$ cat src/ppc_pkg.sv
package ppc_pkg;

   localparam int COORD_BITS = 16;
   localparam int SIZE_BITS  = COORD_BITS - 1;
   localparam int OUT_BITS   = COORD_BITS + 2;
   // internal width: covers anchor + span + offset and far edges with margin
   localparam int IW         = COORD_BITS + 4;
   localparam int NSTAGE     = 8;
   localparam int POS_BITS   = 4;
   localparam int FLAG_BITS  = 6;
   localparam int CSR_IDX_BITS = 2;

   // request payload layout, lowest bit first
   localparam int REQ_AX_LSB   = 0;
   localparam int REQ_AY_LSB   = REQ_AX_LSB + COORD_BITS;
   localparam int REQ_AW_LSB   = REQ_AY_LSB + COORD_BITS;
   localparam int REQ_AH_LSB   = REQ_AW_LSB + SIZE_BITS;
   localparam int REQ_PW_LSB   = REQ_AH_LSB + SIZE_BITS;
   localparam int REQ_PH_LSB   = REQ_PW_LSB + SIZE_BITS;
   localparam int REQ_OX_LSB   = REQ_PH_LSB + SIZE_BITS;
   localparam int REQ_OY_LSB   = REQ_OX_LSB + COORD_BITS;
   localparam int REQ_AP_LSB   = REQ_OY_LSB + COORD_BITS;
   localparam int REQ_GP_LSB   = REQ_AP_LSB + POS_BITS;
   localparam int REQ_FL_LSB   = REQ_GP_LSB + POS_BITS;
   localparam int REQ_RAW_BITS = REQ_FL_LSB + FLAG_BITS;
   localparam int REQ_BITS     = ((REQ_RAW_BITS + 7) / 8) * 8;

   // response payload layout, lowest bit first
   localparam int RSP_X_LSB    = 0;
   localparam int RSP_Y_LSB    = RSP_X_LSB + OUT_BITS;
   localparam int RSP_W_LSB    = RSP_Y_LSB + OUT_BITS;
   localparam int RSP_H_LSB    = RSP_W_LSB + SIZE_BITS;
   localparam int RSP_RAW_BITS = RSP_H_LSB + SIZE_BITS;
   localparam int RSP_BITS     = ((RSP_RAW_BITS + 7) / 8) * 8;

   // position codes
   localparam logic [POS_BITS-1:0] POS_NONE         = 4'd0;
   localparam logic [POS_BITS-1:0] POS_TOP          = 4'd1;
   localparam logic [POS_BITS-1:0] POS_BOTTOM       = 4'd2;
   localparam logic [POS_BITS-1:0] POS_LEFT         = 4'd3;
   localparam logic [POS_BITS-1:0] POS_RIGHT        = 4'd4;
   localparam logic [POS_BITS-1:0] POS_TOP_LEFT     = 4'd5;
   localparam logic [POS_BITS-1:0] POS_BOTTOM_LEFT  = 4'd6;
   localparam logic [POS_BITS-1:0] POS_TOP_RIGHT    = 4'd7;
   localparam logic [POS_BITS-1:0] POS_BOTTOM_RIGHT = 4'd8;

   // adjustment flag bit positions
   localparam int FLAG_SLIDE_X  = 0;
   localparam int FLAG_SLIDE_Y  = 1;
   localparam int FLAG_FLIP_X   = 2;
   localparam int FLAG_FLIP_Y   = 3;
   localparam int FLAG_RESIZE_X = 4;
   localparam int FLAG_RESIZE_Y = 5;

   typedef enum logic [CSR_IDX_BITS-1:0] {
      CSR_BOUND_LEFT   = 2'd0,
      CSR_BOUND_TOP    = 2'd1,
      CSR_BOUND_WIDTH  = 2'd2,
      CSR_BOUND_HEIGHT = 2'd3
   } csr_index_type;

   typedef enum logic [1:0] {
      DIR_MID  = 2'd0,
      DIR_NEAR = 2'd1,
      DIR_FAR  = 2'd2
   } dir_type;

   typedef logic signed [IW-1:0] ival_type;

   typedef struct packed {
      logic [NSTAGE-1:0] en;
   } stage_ctl_type;

   function automatic dir_type dir_x(input logic [POS_BITS-1:0] code);
      dir_type d;
      case (code) inside
         POS_LEFT, POS_TOP_LEFT, POS_BOTTOM_LEFT:    d = DIR_NEAR;
         POS_RIGHT, POS_TOP_RIGHT, POS_BOTTOM_RIGHT: d = DIR_FAR;
         default:                                    d = DIR_MID;
      endcase
      return d;
   endfunction

   function automatic dir_type dir_y(input logic [POS_BITS-1:0] code);
      dir_type d;
      case (code) inside
         POS_TOP, POS_TOP_LEFT, POS_TOP_RIGHT:          d = DIR_NEAR;
         POS_BOTTOM, POS_BOTTOM_LEFT, POS_BOTTOM_RIGHT: d = DIR_FAR;
         default:                                       d = DIR_MID;
      endcase
      return d;
   endfunction

   function automatic dir_type dir_flip(input dir_type d);
      dir_type r;
      case (d)
         DIR_NEAR: r = DIR_FAR;
         DIR_FAR:  r = DIR_NEAR;
         default:  r = DIR_MID;
      endcase
      return r;
   endfunction

   function automatic ival_type sx(input logic [COORD_BITS-1:0] v);
      return ival_type'({{(IW-COORD_BITS){v[COORD_BITS-1]}}, v});
   endfunction

   function automatic ival_type zx(input logic [SIZE_BITS-1:0] v);
      return ival_type'({{(IW-SIZE_BITS){1'b0}}, v});
   endfunction

   function automatic ival_type max_i(input ival_type a, input ival_type b);
      return (a > b) ? a : b;
   endfunction

   function automatic ival_type min_i(input ival_type a, input ival_type b);
      return (a < b) ? a : b;
   endfunction

endpackage

$ cat src/ppc_flow.sv
module ppc_flow (
   input  logic                   clock,
   input  logic                   reset,
   input  logic                   in_valid,
   input  logic                   out_ready,
   output logic                   in_ready,
   output logic                   out_valid,
   output ppc_pkg::stage_ctl_type ctl
);

   logic [ppc_pkg::NSTAGE-1:0] valid_ff;
   logic [ppc_pkg::NSTAGE-1:0] valid_in;
   logic [ppc_pkg::NSTAGE:0]   ready;

   // a stage loads when it is empty or its content moves on
   always_comb begin
      ready[ppc_pkg::NSTAGE] = out_ready;
      for (int i = ppc_pkg::NSTAGE - 1; i >= 0; i--) begin
         ready[i] = !valid_ff[i] || ready[i+1];
      end
      valid_in[0] = ready[0] ? in_valid : valid_ff[0];
      for (int i = 1; i < ppc_pkg::NSTAGE; i++) begin
         valid_in[i] = ready[i] ? valid_ff[i-1] : valid_ff[i];
      end
   end

   always_ff @(posedge clock) begin
      if (reset) begin
         valid_ff <= '0;
      end else begin
         valid_ff <= valid_in;
      end
   end

   assign ctl.en    = ready[ppc_pkg::NSTAGE-1:0];
   assign in_ready  = ready[0];
   assign out_valid = valid_ff[ppc_pkg::NSTAGE-1];

endmodule

$ cat src/ppc_axis.sv
module ppc_axis (
   input  logic                                   clock,
   input  ppc_pkg::stage_ctl_type                 ctl,
   input  logic                                   cons,
   input  ppc_pkg::dir_type                       adir,
   input  ppc_pkg::dir_type                       gdir,
   input  logic signed [ppc_pkg::COORD_BITS-1:0]  near,
   input  logic        [ppc_pkg::SIZE_BITS-1:0]   span,
   input  logic        [ppc_pkg::SIZE_BITS-1:0]   extent,
   input  logic signed [ppc_pkg::COORD_BITS-1:0]  offset,
   input  logic signed [ppc_pkg::COORD_BITS-1:0]  bound_lo,
   input  logic        [ppc_pkg::SIZE_BITS-1:0]   bound_size,
   input  logic                                   flip,
   input  logic                                   slide,
   input  logic                                   resize,
   output logic signed [ppc_pkg::OUT_BITS-1:0]    out_near,
   output logic        [ppc_pkg::SIZE_BITS-1:0]   out_extent
);

   localparam int SB = ppc_pkg::SIZE_BITS;

   function automatic ppc_pkg::ival_type pick(input ppc_pkg::dir_type d,
                                              input ppc_pkg::ival_type vn,
                                              input ppc_pkg::ival_type vf,
                                              input ppc_pkg::ival_type vm);
      ppc_pkg::ival_type r;
      case (d)
         ppc_pkg::DIR_NEAR: r = vn;
         ppc_pkg::DIR_FAR:  r = vf;
         default:           r = vm;
      endcase
      return r;
   endfunction

   // bounds, refreshed every cycle from the static configuration
   ppc_pkg::ival_type lo_ff, hi_ff;

   always_ff @(posedge clock) begin
      lo_ff <= ppc_pkg::sx(bound_lo);
      hi_ff <= ppc_pkg::sx(bound_lo) + ppc_pkg::zx(bound_size);
   end

   // stage 1: anchor point and gravity term, direct and mirrored
   ppc_pkg::ival_type a1_in, af1_in, g1_in, gf1_in, a_near, a_far, a_mid;
   ppc_pkg::ival_type g_near, g_mid;
   ppc_pkg::ival_type a1_ff, af1_ff, g1_ff, gf1_ff, off1_ff;
   logic [SB-1:0]     ext1_ff;
   logic [2:0]        flg1_ff;

   always_comb begin
      a_near = ppc_pkg::sx(near);
      a_far  = ppc_pkg::sx(near) + ppc_pkg::zx(span);
      a_mid  = ppc_pkg::sx(near) + ppc_pkg::zx(span >> 1);
      g_near = -ppc_pkg::zx(extent);
      g_mid  = -ppc_pkg::zx(extent >> 1);
      a1_in  = pick(adir, a_near, a_far, a_mid);
      af1_in = pick(ppc_pkg::dir_flip(adir), a_near, a_far, a_mid);
      g1_in  = pick(gdir, g_near, '0, g_mid);
      gf1_in = pick(ppc_pkg::dir_flip(gdir), g_near, '0, g_mid);
   end

   always_ff @(posedge clock) begin
      if (ctl.en[0]) begin
         a1_ff   <= a1_in;
         af1_ff  <= af1_in;
         g1_ff   <= g1_in;
         gf1_ff  <= gf1_in;
         off1_ff <= ppc_pkg::sx(offset);
         ext1_ff <= extent;
         flg1_ff <= {resize, slide, flip};
      end
   end

   // stage 2: candidate near edges
   ppc_pkg::ival_type x2_ff, xf2_ff;
   logic [SB-1:0]     ext2_ff;
   logic [2:0]        flg2_ff;

   always_ff @(posedge clock) begin
      if (ctl.en[1]) begin
         x2_ff   <= a1_ff + g1_ff + off1_ff;
         xf2_ff  <= af1_ff + gf1_ff + off1_ff;
         ext2_ff <= ext1_ff;
         flg2_ff <= flg1_ff;
      end
   end

   // stage 3: far edges and low-bound checks
   ppc_pkg::ival_type x3_ff, xf3_ff, xe3_ff, xfe3_ff;
   logic              xlo3_ff, xflo3_ff;
   logic [SB-1:0]     ext3_ff;
   logic [2:0]        flg3_ff;

   always_ff @(posedge clock) begin
      if (ctl.en[2]) begin
         x3_ff    <= x2_ff;
         xf3_ff   <= xf2_ff;
         xe3_ff   <= x2_ff + ppc_pkg::zx(ext2_ff);
         xfe3_ff  <= xf2_ff + ppc_pkg::zx(ext2_ff);
         xlo3_ff  <= x2_ff >= lo_ff;
         xflo3_ff <= xf2_ff >= lo_ff;
         ext3_ff  <= ext2_ff;
         flg3_ff  <= flg2_ff;
      end
   end

   // stage 4: fit flags and clipped overlap ends
   ppc_pkg::ival_type x4_ff, xf4_ff, xe4_ff, xfe4_ff;
   ppc_pkg::ival_type cl4_ff, ch4_ff, clf4_ff, chf4_ff;
   logic              fit4_ff, fitf4_ff;
   logic [SB-1:0]     ext4_ff;
   logic [2:0]        flg4_ff;

   always_ff @(posedge clock) begin
      if (ctl.en[3]) begin
         x4_ff    <= x3_ff;
         xf4_ff   <= xf3_ff;
         xe4_ff   <= xe3_ff;
         xfe4_ff  <= xfe3_ff;
         // no bounds: treat as fitting, which skips every adjustment
         fit4_ff  <= !cons || (xlo3_ff && (xe3_ff <= hi_ff));
         fitf4_ff <= xflo3_ff && (xfe3_ff <= hi_ff);
         cl4_ff   <= ppc_pkg::max_i(x3_ff, lo_ff);
         ch4_ff   <= ppc_pkg::min_i(xe3_ff, hi_ff);
         clf4_ff  <= ppc_pkg::max_i(xf3_ff, lo_ff);
         chf4_ff  <= ppc_pkg::min_i(xfe3_ff, hi_ff);
         ext4_ff  <= ext3_ff;
         flg4_ff  <= flg3_ff;
      end
   end

   // stage 5: flip decision
   ppc_pkg::ival_type d0, df, near5_in, end5_in;
   logic              take_f, fit5_in;
   ppc_pkg::ival_type near5_ff, end5_ff;
   logic              fit5_ff;
   logic [SB-1:0]     ext5_ff;
   logic [1:0]        flg5_ff;

   always_comb begin
      d0       = ch4_ff - cl4_ff;
      df       = chf4_ff - clf4_ff;
      take_f   = !fit4_ff && flg4_ff[0] && (fitf4_ff || ((df > 0) && (df > d0)));
      near5_in = take_f ? xf4_ff : x4_ff;
      end5_in  = take_f ? xfe4_ff : xe4_ff;
      fit5_in  = fit4_ff || (take_f && fitf4_ff);
   end

   always_ff @(posedge clock) begin
      if (ctl.en[4]) begin
         near5_ff <= near5_in;
         end5_ff  <= end5_in;
         fit5_ff  <= fit5_in;
         ext5_ff  <= ext4_ff;
         flg5_ff  <= flg4_ff[2:1];
      end
   end

   // stage 6: slide
   ppc_pkg::ival_type near6_in, near6_ff;
   logic              done6_ff, rsz6_ff;
   logic [SB-1:0]     ext6_ff;

   always_comb begin
      near6_in = near5_ff;
      if (!fit5_ff && flg5_ff[0]) begin
         if (end5_ff > hi_ff) begin
            near6_in = ppc_pkg::max_i(lo_ff, hi_ff - ppc_pkg::zx(ext5_ff));
         end else if (near5_ff < lo_ff) begin
            near6_in = lo_ff;
         end
      end
   end

   always_ff @(posedge clock) begin
      if (ctl.en[5]) begin
         near6_ff <= near6_in;
         done6_ff <= fit5_ff;
         rsz6_ff  <= flg5_ff[1];
         ext6_ff  <= ext5_ff;
      end
   end

   // stage 7: refit after slide
   ppc_pkg::ival_type near7_ff, end7_ff, end7_in;
   logic              fit7_ff, rsz7_ff;
   logic [SB-1:0]     ext7_ff;

   assign end7_in = near6_ff + ppc_pkg::zx(ext6_ff);

   always_ff @(posedge clock) begin
      if (ctl.en[6]) begin
         near7_ff <= near6_ff;
         end7_ff  <= end7_in;
         fit7_ff  <= done6_ff || ((near6_ff >= lo_ff) && (end7_in <= hi_ff));
         rsz7_ff  <= rsz6_ff;
         ext7_ff  <= ext6_ff;
      end
   end

   // stage 8: resize by clipping, output register
   ppc_pkg::ival_type clip_lo, clip_d, near8_in, near8_ff;
   logic [SB-1:0]     ext8_in, ext8_ff;

   always_comb begin
      clip_lo  = ppc_pkg::max_i(near7_ff, lo_ff);
      clip_d   = ppc_pkg::min_i(end7_ff, hi_ff) - clip_lo;
      near8_in = near7_ff;
      ext8_in  = ext7_ff;
      if (!fit7_ff && rsz7_ff) begin
         near8_in = clip_lo;
         ext8_in  = (clip_d > 0) ? clip_d[SB-1:0] : '0;
      end
   end

   always_ff @(posedge clock) begin
      if (ctl.en[7]) begin
         near8_ff <= near8_in;
         ext8_ff  <= ext8_in;
      end
   end

   assign out_near   = near8_ff[ppc_pkg::OUT_BITS-1:0];
   assign out_extent = ext8_ff;

endmodule

$ cat src/popup_placement_constrain.sv
// Channel  | Direction | Handshake         | Payload
// req_     | in        | tvalid / tready   | tdata: popup request
// rsp_     | out       | tvalid / tready   | tdata: placed rectangle
// csr_     | in        | we (no wait)      | index, wdata: work area bounds
//
// One transaction enters per cycle unless a stall on rsp_ holds a full pipeline;
// each result passes through the eight register stages of the per-axis placement pipeline.
// Reset clears the stage valid bits and the bound registers (empty bounds).
// A stall on rsp_ holds only the stages that are full: bubbles close up, so
// req_tready stays high while any stage ahead is empty.
module popup_placement_constrain (
   input  logic                                clock,
   input  logic                                reset,
   input  logic                                req_tvalid,
   output logic                                req_tready,
   // anchor_x, anchor_y, anchor_width, anchor_height, popup_width,
   // popup_height, offset_x, offset_y, anchor_point, gravity_point,
   // adjust_flags, zero pad
   input  logic [ppc_pkg::REQ_BITS-1:0]        req_tdata,
   output logic                                rsp_tvalid,
   input  logic                                rsp_tready,
   // out_x, out_y, out_width, out_height, zero pad
   output logic [ppc_pkg::RSP_BITS-1:0]        rsp_tdata,
   input  logic                                csr_we,
   input  logic [ppc_pkg::CSR_IDX_BITS-1:0]    csr_index,
   input  logic [ppc_pkg::COORD_BITS-1:0]      csr_wdata
);

   localparam int CB = ppc_pkg::COORD_BITS;
   localparam int SB = ppc_pkg::SIZE_BITS;
   localparam int PB = ppc_pkg::POS_BITS;

   // work area bounds
   logic signed [CB-1:0] bound_left_ff, bound_top_ff;
   logic [SB-1:0]        bound_width_ff, bound_height_ff;

   always_ff @(posedge clock) begin
      if (reset) begin
         bound_left_ff   <= '0;
         bound_top_ff    <= '0;
         bound_width_ff  <= '0;
         bound_height_ff <= '0;
      end else if (csr_we) begin
         unique case (ppc_pkg::csr_index_type'(csr_index))
            ppc_pkg::CSR_BOUND_LEFT:   bound_left_ff   <= csr_wdata;
            ppc_pkg::CSR_BOUND_TOP:    bound_top_ff    <= csr_wdata;
            ppc_pkg::CSR_BOUND_WIDTH:  bound_width_ff  <= csr_wdata[SB-1:0];
            ppc_pkg::CSR_BOUND_HEIGHT: bound_height_ff <= csr_wdata[SB-1:0];
            default: ;
         endcase
      end
   end

   // an empty work area disables every adjustment on both axes
   logic cons;
   assign cons = (bound_width_ff != '0) && (bound_height_ff != '0);

   // unpack the request
   logic signed [CB-1:0] anchor_x, anchor_y, offset_x, offset_y;
   logic [SB-1:0]        anchor_width, anchor_height, popup_width, popup_height;
   logic [PB-1:0]        anchor_point, gravity_point;
   logic [ppc_pkg::FLAG_BITS-1:0] adjust_flags;

   assign anchor_x      = req_tdata[ppc_pkg::REQ_AX_LSB +: CB];
   assign anchor_y      = req_tdata[ppc_pkg::REQ_AY_LSB +: CB];
   assign anchor_width  = req_tdata[ppc_pkg::REQ_AW_LSB +: SB];
   assign anchor_height = req_tdata[ppc_pkg::REQ_AH_LSB +: SB];
   assign popup_width   = req_tdata[ppc_pkg::REQ_PW_LSB +: SB];
   assign popup_height  = req_tdata[ppc_pkg::REQ_PH_LSB +: SB];
   assign offset_x      = req_tdata[ppc_pkg::REQ_OX_LSB +: CB];
   assign offset_y      = req_tdata[ppc_pkg::REQ_OY_LSB +: CB];
   assign anchor_point  = req_tdata[ppc_pkg::REQ_AP_LSB +: PB];
   assign gravity_point = req_tdata[ppc_pkg::REQ_GP_LSB +: PB];
   assign adjust_flags  = req_tdata[ppc_pkg::REQ_FL_LSB +: ppc_pkg::FLAG_BITS];

   // stage enables and valid tracking
   ppc_pkg::stage_ctl_type ctl;

   ppc_flow u_flow (
      .clock     (clock),
      .reset     (reset),
      .in_valid  (req_tvalid),
      .out_ready (rsp_tready),
      .in_ready  (req_tready),
      .out_valid (rsp_tvalid),
      .ctl       (ctl)
   );

   logic signed [ppc_pkg::OUT_BITS-1:0] out_x, out_y;
   logic [SB-1:0]                       out_width, out_height;

   // horizontal axis: left/right part of the position codes
   ppc_axis u_axis_x (
      .clock      (clock),
      .ctl        (ctl),
      .cons       (cons),
      .adir       (ppc_pkg::dir_x(anchor_point)),
      .gdir       (ppc_pkg::dir_x(gravity_point)),
      .near       (anchor_x),
      .span       (anchor_width),
      .extent     (popup_width),
      .offset     (offset_x),
      .bound_lo   (bound_left_ff),
      .bound_size (bound_width_ff),
      .flip       (adjust_flags[ppc_pkg::FLAG_FLIP_X]),
      .slide      (adjust_flags[ppc_pkg::FLAG_SLIDE_X]),
      .resize     (adjust_flags[ppc_pkg::FLAG_RESIZE_X]),
      .out_near   (out_x),
      .out_extent (out_width)
   );

   // vertical axis: top/bottom part of the position codes
   ppc_axis u_axis_y (
      .clock      (clock),
      .ctl        (ctl),
      .cons       (cons),
      .adir       (ppc_pkg::dir_y(anchor_point)),
      .gdir       (ppc_pkg::dir_y(gravity_point)),
      .near       (anchor_y),
      .span       (anchor_height),
      .extent     (popup_height),
      .offset     (offset_y),
      .bound_lo   (bound_top_ff),
      .bound_size (bound_height_ff),
      .flip       (adjust_flags[ppc_pkg::FLAG_FLIP_Y]),
      .slide      (adjust_flags[ppc_pkg::FLAG_SLIDE_Y]),
      .resize     (adjust_flags[ppc_pkg::FLAG_RESIZE_Y]),
      .out_near   (out_y),
      .out_extent (out_height)
   );

   // pack the result, zero pad on top
   assign rsp_tdata = {{(ppc_pkg::RSP_BITS - ppc_pkg::RSP_RAW_BITS){1'b0}},
                       out_height, out_width, out_y, out_x};

   // a ready sink means every stage can move, so the input must be open
   assert property (@(posedge clock) disable iff (reset)
      rsp_tready |-> req_tready)
      else $error("input blocked while result side is ready");

   // an empty output stage lets the whole pipeline advance
   assert property (@(posedge clock) disable iff (reset)
      !rsp_tvalid |-> req_tready)
      else $error("input blocked with empty output stage");

   // reset flushes every transaction in flight
   assert property (@(posedge clock)
      $past(reset) |-> !rsp_tvalid)
      else $error("result valid right after reset");

endmodule
$ cat config.mk
export PLATFORM = sky130hd
export DESIGN_NAME = popup_placement_constrain
export DESIGN_NICKNAME = d
export VERILOG_FILES = /design/src/ppc_pkg.sv /design/src/ppc_flow.sv /design/src/ppc_axis.sv /design/src/popup_placement_constrain.sv
export SDC_FILE = /design/constraint.sdc
export NUM_CORES = 2
export LEC_CHECK = 0
export BUFFER_PORTS_ARGS = -buffer_cell sky130_fd_sc_hd__buf_2
export CAP_MARGIN = 40
export CORE_ASPECT_RATIO = 0.75
export CORE_MARGIN = 3
export CORE_UTILIZATION = 40
export DETAILED_ROUTE_END_ITERATION = 7
export PLACE_DENSITY = 0.6
export SKIP_CTS_REPAIR_TIMING = 1
export SYNTH_ARGS = -nofsm -noshare
export SYNTH_HDL_FRONTEND = slang
export SYNTH_SLANG_ARGS = --single-unit
$ cat constraint.sdc
create_clock -name clock -period 14.4 [get_ports clock]
set_input_delay 1.44 -clock clock [delete_from_list [all_inputs] [get_ports clock]]
set_output_delay 1.44 -clock clock [all_outputs]
set_load 0.005 [all_outputs]
# Yosys cells after proc, flatten, opt, wreduce, memory -nomap -nowiden
# Cells that the tools add are included.
[word_totals] register_bits=1416 in_bits=167 out_inout_bits=74 elab_cells=328
[op_classes] add_sub_neg=32 order_cmp=36 eq_ne=35 mux=50 n_reduce_logical=65
[ops] operator="two-way mux 20 bit" count=24
[ops] operator="case mux 20 bit (2 select lines)" count=8
[ops] operator="adder 20 x 16 -> 20 bit" count=10
[ops] operator=">= comparator 20 x 16 -> 1 bit" count=6
[ops] operator="> comparator 20 x 16 -> 1 bit" count=6
[ops] operator="less-or-equal comparator 20 bit" count=6
[ops] operator="< comparator 20 bit" count=6
[ops] operator="subtractor 20 bit" count=6
[ops] operator="adder 20 bit" count=4
[ops] operator="> comparator 20 x 1 -> 1 bit, second input constant" count=4
[ops] operator="> comparator 20 bit" count=4
[ops] operator="adder 16 x 16 -> 17 bit" count=4
[ops] operator="two-way mux 15 bit" count=4
[ops] operator="> comparator 16 x 20 -> 1 bit" count=2
[ops] operator="< comparator 20 x 16 -> 1 bit" count=2
[ops] operator="negator 14 -> 20 bit" count=2
[ops] operator="negator 15 -> 20 bit" count=2
[ops] operator="subtractor 20 x 16 -> 20 bit" count=2
[ops] operator="two-way mux 18 bit" count=2
[ops] operator="adder 16 x 15 -> 17 bit" count=2
[ops] operator="equality test 4 x 3 -> 1 bit, second input constant" count=8
[ops] operator="nonzero test 15 bit" count=2
[ops] operator="OR reduction 3 bit" count=8
[ops] operator="equality test 2 bit, second input constant" count=10
[ops] operator="other kinds (11)" count=84

# Longest topological paths before layout
[logic_depth] depth_word=9 mapped_depth=26 mapped_depth_nobuf=25

# Cells and area by module
# Synthesis repeated with hierarchy kept, for this count alone.
[hier_totals] cells_unflattened=7042 area_unflattened_um2=82288.9
[modules_own_cells] mod="ppc_axis at u_axis_y" n_inst=1 cells_each=3374 area_each_um2=39882.0
[modules_own_cells] mod="ppc_axis at u_axis_x" n_inst=1 cells_each=3307 area_each_um2=39596.7
[modules_own_cells] mod="popup_placement_constrain" n_inst=1 cells_each=323 area_each_um2=2463.6
[modules_own_cells] mod="ppc_flow" n_inst=1 cells_each=38 area_each_um2=346.6

# Worst setup path before layout
# OpenSTA, ideal clock, no wires.
[synth_timing] kind="input to register" from="input port rsp_tready" to="register u_axis_x.ch4_ff[0] (enable)" setup_time_ns=2.662 arrival_time_ns=7.986 t_required_ns=11.738 path_slack_ns=3.752 cell_stages=5 n_path_buf=1 path_cell_list="nor2b_1 and2_1 and3_1 clkbuf_1 nand2_1"
[synth_rtl] item="start, declared" line="popup_placement_constrain.sv:21" text="input logic rsp_tready,"
[synth_rtl] item="end signal, assigned" line="ppc_axis.sv:124" text="ch4_ff <= ppc_pkg::min_i(xe3_ff, hi_ff);"
[synth_rtl] item="end, declared" line="ppc_axis.sv:109" text="ppc_pkg::ival_type cl4_ff, ch4_ff, clf4_ff, chf4_ff;"

# Worst setup path after layout
[layout_timing] from="register u_axis_x.ch4_ff[0]" to="register u_axis_x.near5_ff[15] (data pin)"
[layout_via] elab_chain_len=6
[layout_lines] item="subtractor 20 bit" line="ppc_axis.sv:141" text="d0 = ch4_ff - cl4_ff;"
[layout_lines] item="> comparator 20 bit" line="ppc_axis.sv:143" text="take_f = !fit4_ff && flg4_ff[0] && (fitf4_ff || ((df > 0) && (df > d0)));"
[layout_lines] item="logical AND 1 bit" line="ppc_axis.sv:143"
[layout_lines] item="logical OR 1 bit" line="ppc_axis.sv:143"
[layout_lines] item="logical AND 1 bit" line="ppc_axis.sv:143"
[layout_lines] item="two-way mux 20 bit" line="ppc_axis.sv:144" text="near5_in = take_f ? xf4_ff : x4_ff;"
[layout_lines] item="net u_axis_x.near5_in[15]" line="ppc_axis.sv:133" text="ppc_pkg::ival_type d0, df, near5_in, end5_in;"
[layout_lines] item="end signal, assigned" line="ppc_axis.sv:151" text="near5_ff <= near5_in;"
[layout_lines] item="end, declared" line="ppc_axis.sv:135" text="ppc_pkg::ival_type near5_ff, end5_ff;"
# The timed path passes the listed nets, and every way through them passes these cells.
# A chain may end at the register's enable or synchronous reset.

==> key figures <==
Routing
  – ANT nets after route: 0
  – DRC violations left: 0
  – First-pass iteration count of the detailed router: 5
  – DR vias: between 50000 and 60000
  – DRT iter0 DRCs: 5870
  – Post-DR vias/cell: between 5 and 6
  – Total length of routed wires: around 240 mm
  – Avg WL per Cell: approximately 23 um

Clocking
  – Clk root buf: clkbuf_16
  – TritonCTS clock tree: done
  – H-tree depth: 4
  – Later-pin clock latency in the skew report: between 0.7 and 0.8 ns
  – CTS Buffer Depth: 3
  – Worst-path clk slew: about 0.060 ns
  – Clk sinks: 1398
  – CTS buffer count: about 150

Cells and area
  – Commonest non-fill, non-tap cell in the layout: edfxtp_1
  – Most frequent cells in the layout: edfxtp_1, ha_1, nand2_1
  – Fill count: roughly 18000
  – # nets final: 8643
  – Register area: 0.0406 mm2
  – P&R area growth vs syn: 11.8%
  – Final core occ: 0.453
  – Multi-input logic area: 0.0398 mm2
  – Layout cells sized above 1: 0.114

Setup path
  – CP arrival: approximately 8.0 ns
  – CP Launch Point: u_axis_x.ch4_ff[0]
  – Slowest stage delay, CP: a little over 0.8 ns
  – Type of origin of the critical path: register
  – R2r worst-path depth: 25
  – Reg2reg end: u_axis_x.near5_ff[15]
  – Critical path required time: 15.01 ns
  – CP endpoint: u_axis_x.near5_ff[15]
  – Crit path buf inv count: 4
  – WP depth: 25
  – Crit Path Max Fanout: roughly 40
  – Crit. End Element: register
  – R2R setup slack: ~7.0 ns
  – Slowest-stage cell, CP: or3_2
  – Critical path class: register to register
  – Reg2reg start: u_axis_x.ch4_ff[0]
  – Crit-path leading delay family: compound AO/OA/AOI/OAI gates

Synth
  – Post-Syn Instances: roughly 7000
  – Yosys warning total: 0
  – Post-synthesis async set-or-reset flop share: 0
  – Yosys top cell area share: 0.458
  – Register bit total from synthesis: around 1400
  – Seq/Total Area, Yosys: 0.491
  – Synth cell types: 90
  – Main flop type after synthesis: edfxtp_1
  – Area contributors post-synth: edfxtp_1, ha_1, dfxtp_1
  – Post-synth EDFFs: 1262
  – Synth Cell Area: a little over 0.08 mm2
  – Synth area leader: edfxtp_1
  – Mean Syn Cell Area: 11.6 um2

STA
  – Slew Limit Fails: 0
  – Setup Skew: roughly 0.029 ns
  – Tmin final: between 7 and 8 ns
  – Setup violations, final: 0
  – Worst slew pin tran: 0.994 ns
  – Fraction of the cycle the final worst path needs: 0.516
  – FMAX: between 0.1 and 0.15 GHz
  – Setup TNS: 0 ns
  – RSZ-0062 raised after global routing: no
  – Worst rel slew slack: 0.337
  – Final hold violation count: 0

Placement
  – Post-DP HPWL: 188 mm
  – GP Congestion: around 0.95
  – PortBufs: about 230

Worst hold path
  – HP Class: register to register

GRT
  – Total GRT Usage: 0.219
  – Vias in the first global route: ~55000
  – First-pass GRT wire length: approximately 350 mm
  – Largest net degree at the start of global routing: ~180
  – Initial antenna violation count: 38
  – Overflow after GRT: 0

Die
  – Rows: around 140
  – Core area: 0.204 mm2
  – Full die area: approximately 0.21 mm2
  – Number of I/O pins: between 200 and 250
  – Initial Util: 0.405
  – Die width: ~530 um
  – Die height: 400 um

Pwr
  – Total power: ~0.022 W
  – VDD IR max: between 0.2 and 0.25 mV
  – P per Cell Area: about 240 mW/mm2
  – P_leak: around 38 nW

Flow run
  – Max-cap violations: 0

Run status
  – Status: complete, no violations
[kinds of logic after synthesis]
group,Yosys count,share of synthesized area
mux,224,0.0317
fa+ha+maj,1054,0.169
other cells,1,0.0000454
buf+inv,627,0.0291
simple gates,1711,0.0991
xor+xnor,395,0.0421
compound gates,1715,0.138
flops,1398,0.491
[layer usage]
metal  vias to the layer above  part of all wire  GRT usage
met1                     28400              0.51      0.361
met4                        14             0.018     0.0463
met5                         -           0.00043          0
met2                      2246              0.38      0.291
met3                       277             0.093     0.0381
li1                      27400                 -          -
[per-stage QoR]
step                setup WS [ns]  instance area [um2]  hold slack, ns  cells
CTS                          7.07                92400           0.380  10200
floorplan                    3.75                82700           0.355   7130
global route                 6.70                92400           0.386  10200
finish                       6.98                92400           0.376  10200
detailed placement           7.13                87500           0.372   9954
global placement             6.62                87200           0.366   9943
[worst min-delay path by stage]
stage / startpoint / to / slack (ns) / cells after the start
CTS: bound_left_ff[2] / u_axis_x.lo_ff[2] / 0.38 / 0
global route: bound_left_ff[2] / u_axis_x.lo_ff[2] / 0.39 / 0
floorplan: bound_left_ff[0] / u_axis_x.lo_ff[0] / 0.36 / 0
finish: bound_left_ff[2] / u_axis_x.lo_ff[2] / 0.38 / 0
global placement: bound_left_ff[2] / u_axis_x.lo_ff[2] / 0.37 / 0
detailed placement: bound_left_ff[0] / u_axis_x.lo_ff[0] / 0.37 / 0
[synth_stat cells, types with 44 or more instances]
library cell     n
o21ai_0        378
nor3_1         132
a31o_2          46
xnor2_1        263
edfxtp_1      1262
nand2b_1        70
mux2_2         145
nor2_1         342
ha_1           954
o21a_1          70
nor2b_1        130
nand4_1        108
a21oi_1        443
nand2_1        595
nand3_1        116
a21o_1         216
inv_1          456
dfxtp_1        136
xor2_1         131
fa_1           100
and3_1          44
o41ai_1         62
clkbuf_1       154
o31ai_1         58
[layout make-up]
class | instances | share of cell area
Antenna cell | 21 | 0.000569
Multi-Input combinational cell | 5105 | 0.431
Timing Repair Buffer | 313 | 0.0213
Tap cell | 2682 | 0.0363
Clock inverter | 83 | 0.0102
Inverter | 456 | 0.0186
Sequential cell | 1398 | 0.440
Clock buffer | 182 | 0.0427
[power by group]
part           switching, W  internal (W)  total [W]  leakage, nW
sequential          0.00134       0.00633    0.00766         14.5
clock               0.00169       0.00222    0.00391         2.36
combinational       0.00570       0.00455     0.0102         21.0
total               0.00872        0.0131     0.0218         37.9
[worst register-to-register path, stage by stage, from the launching register on]
cell,delay (ns)
edfxtp_1,0.37
inv_1,0.06
ha_1,0.16
inv_1,0.06
fa_1,0.40
a21o_1,0.18
a21oi_1,0.23
o21ai_0,0.18
o41ai_1,0.71
o211ai_1,0.28
a31oi_1,0.35
nor2b_1,0.09
o21a_1,0.20
o41ai_1,0.32
xor2_1,0.12
ha_1,0.31
nand4_1,0.11
nor2_1,0.18
nand3_1,0.24
a31oi_1,0.43
nor4_1,0.12
clkdlybuf4s15_2,0.27
a211oi_4,0.20
buf_4,0.45
or3_2,0.84
a41o_1,0.39
Note: power is estimated with default switching activity, not from simulation.
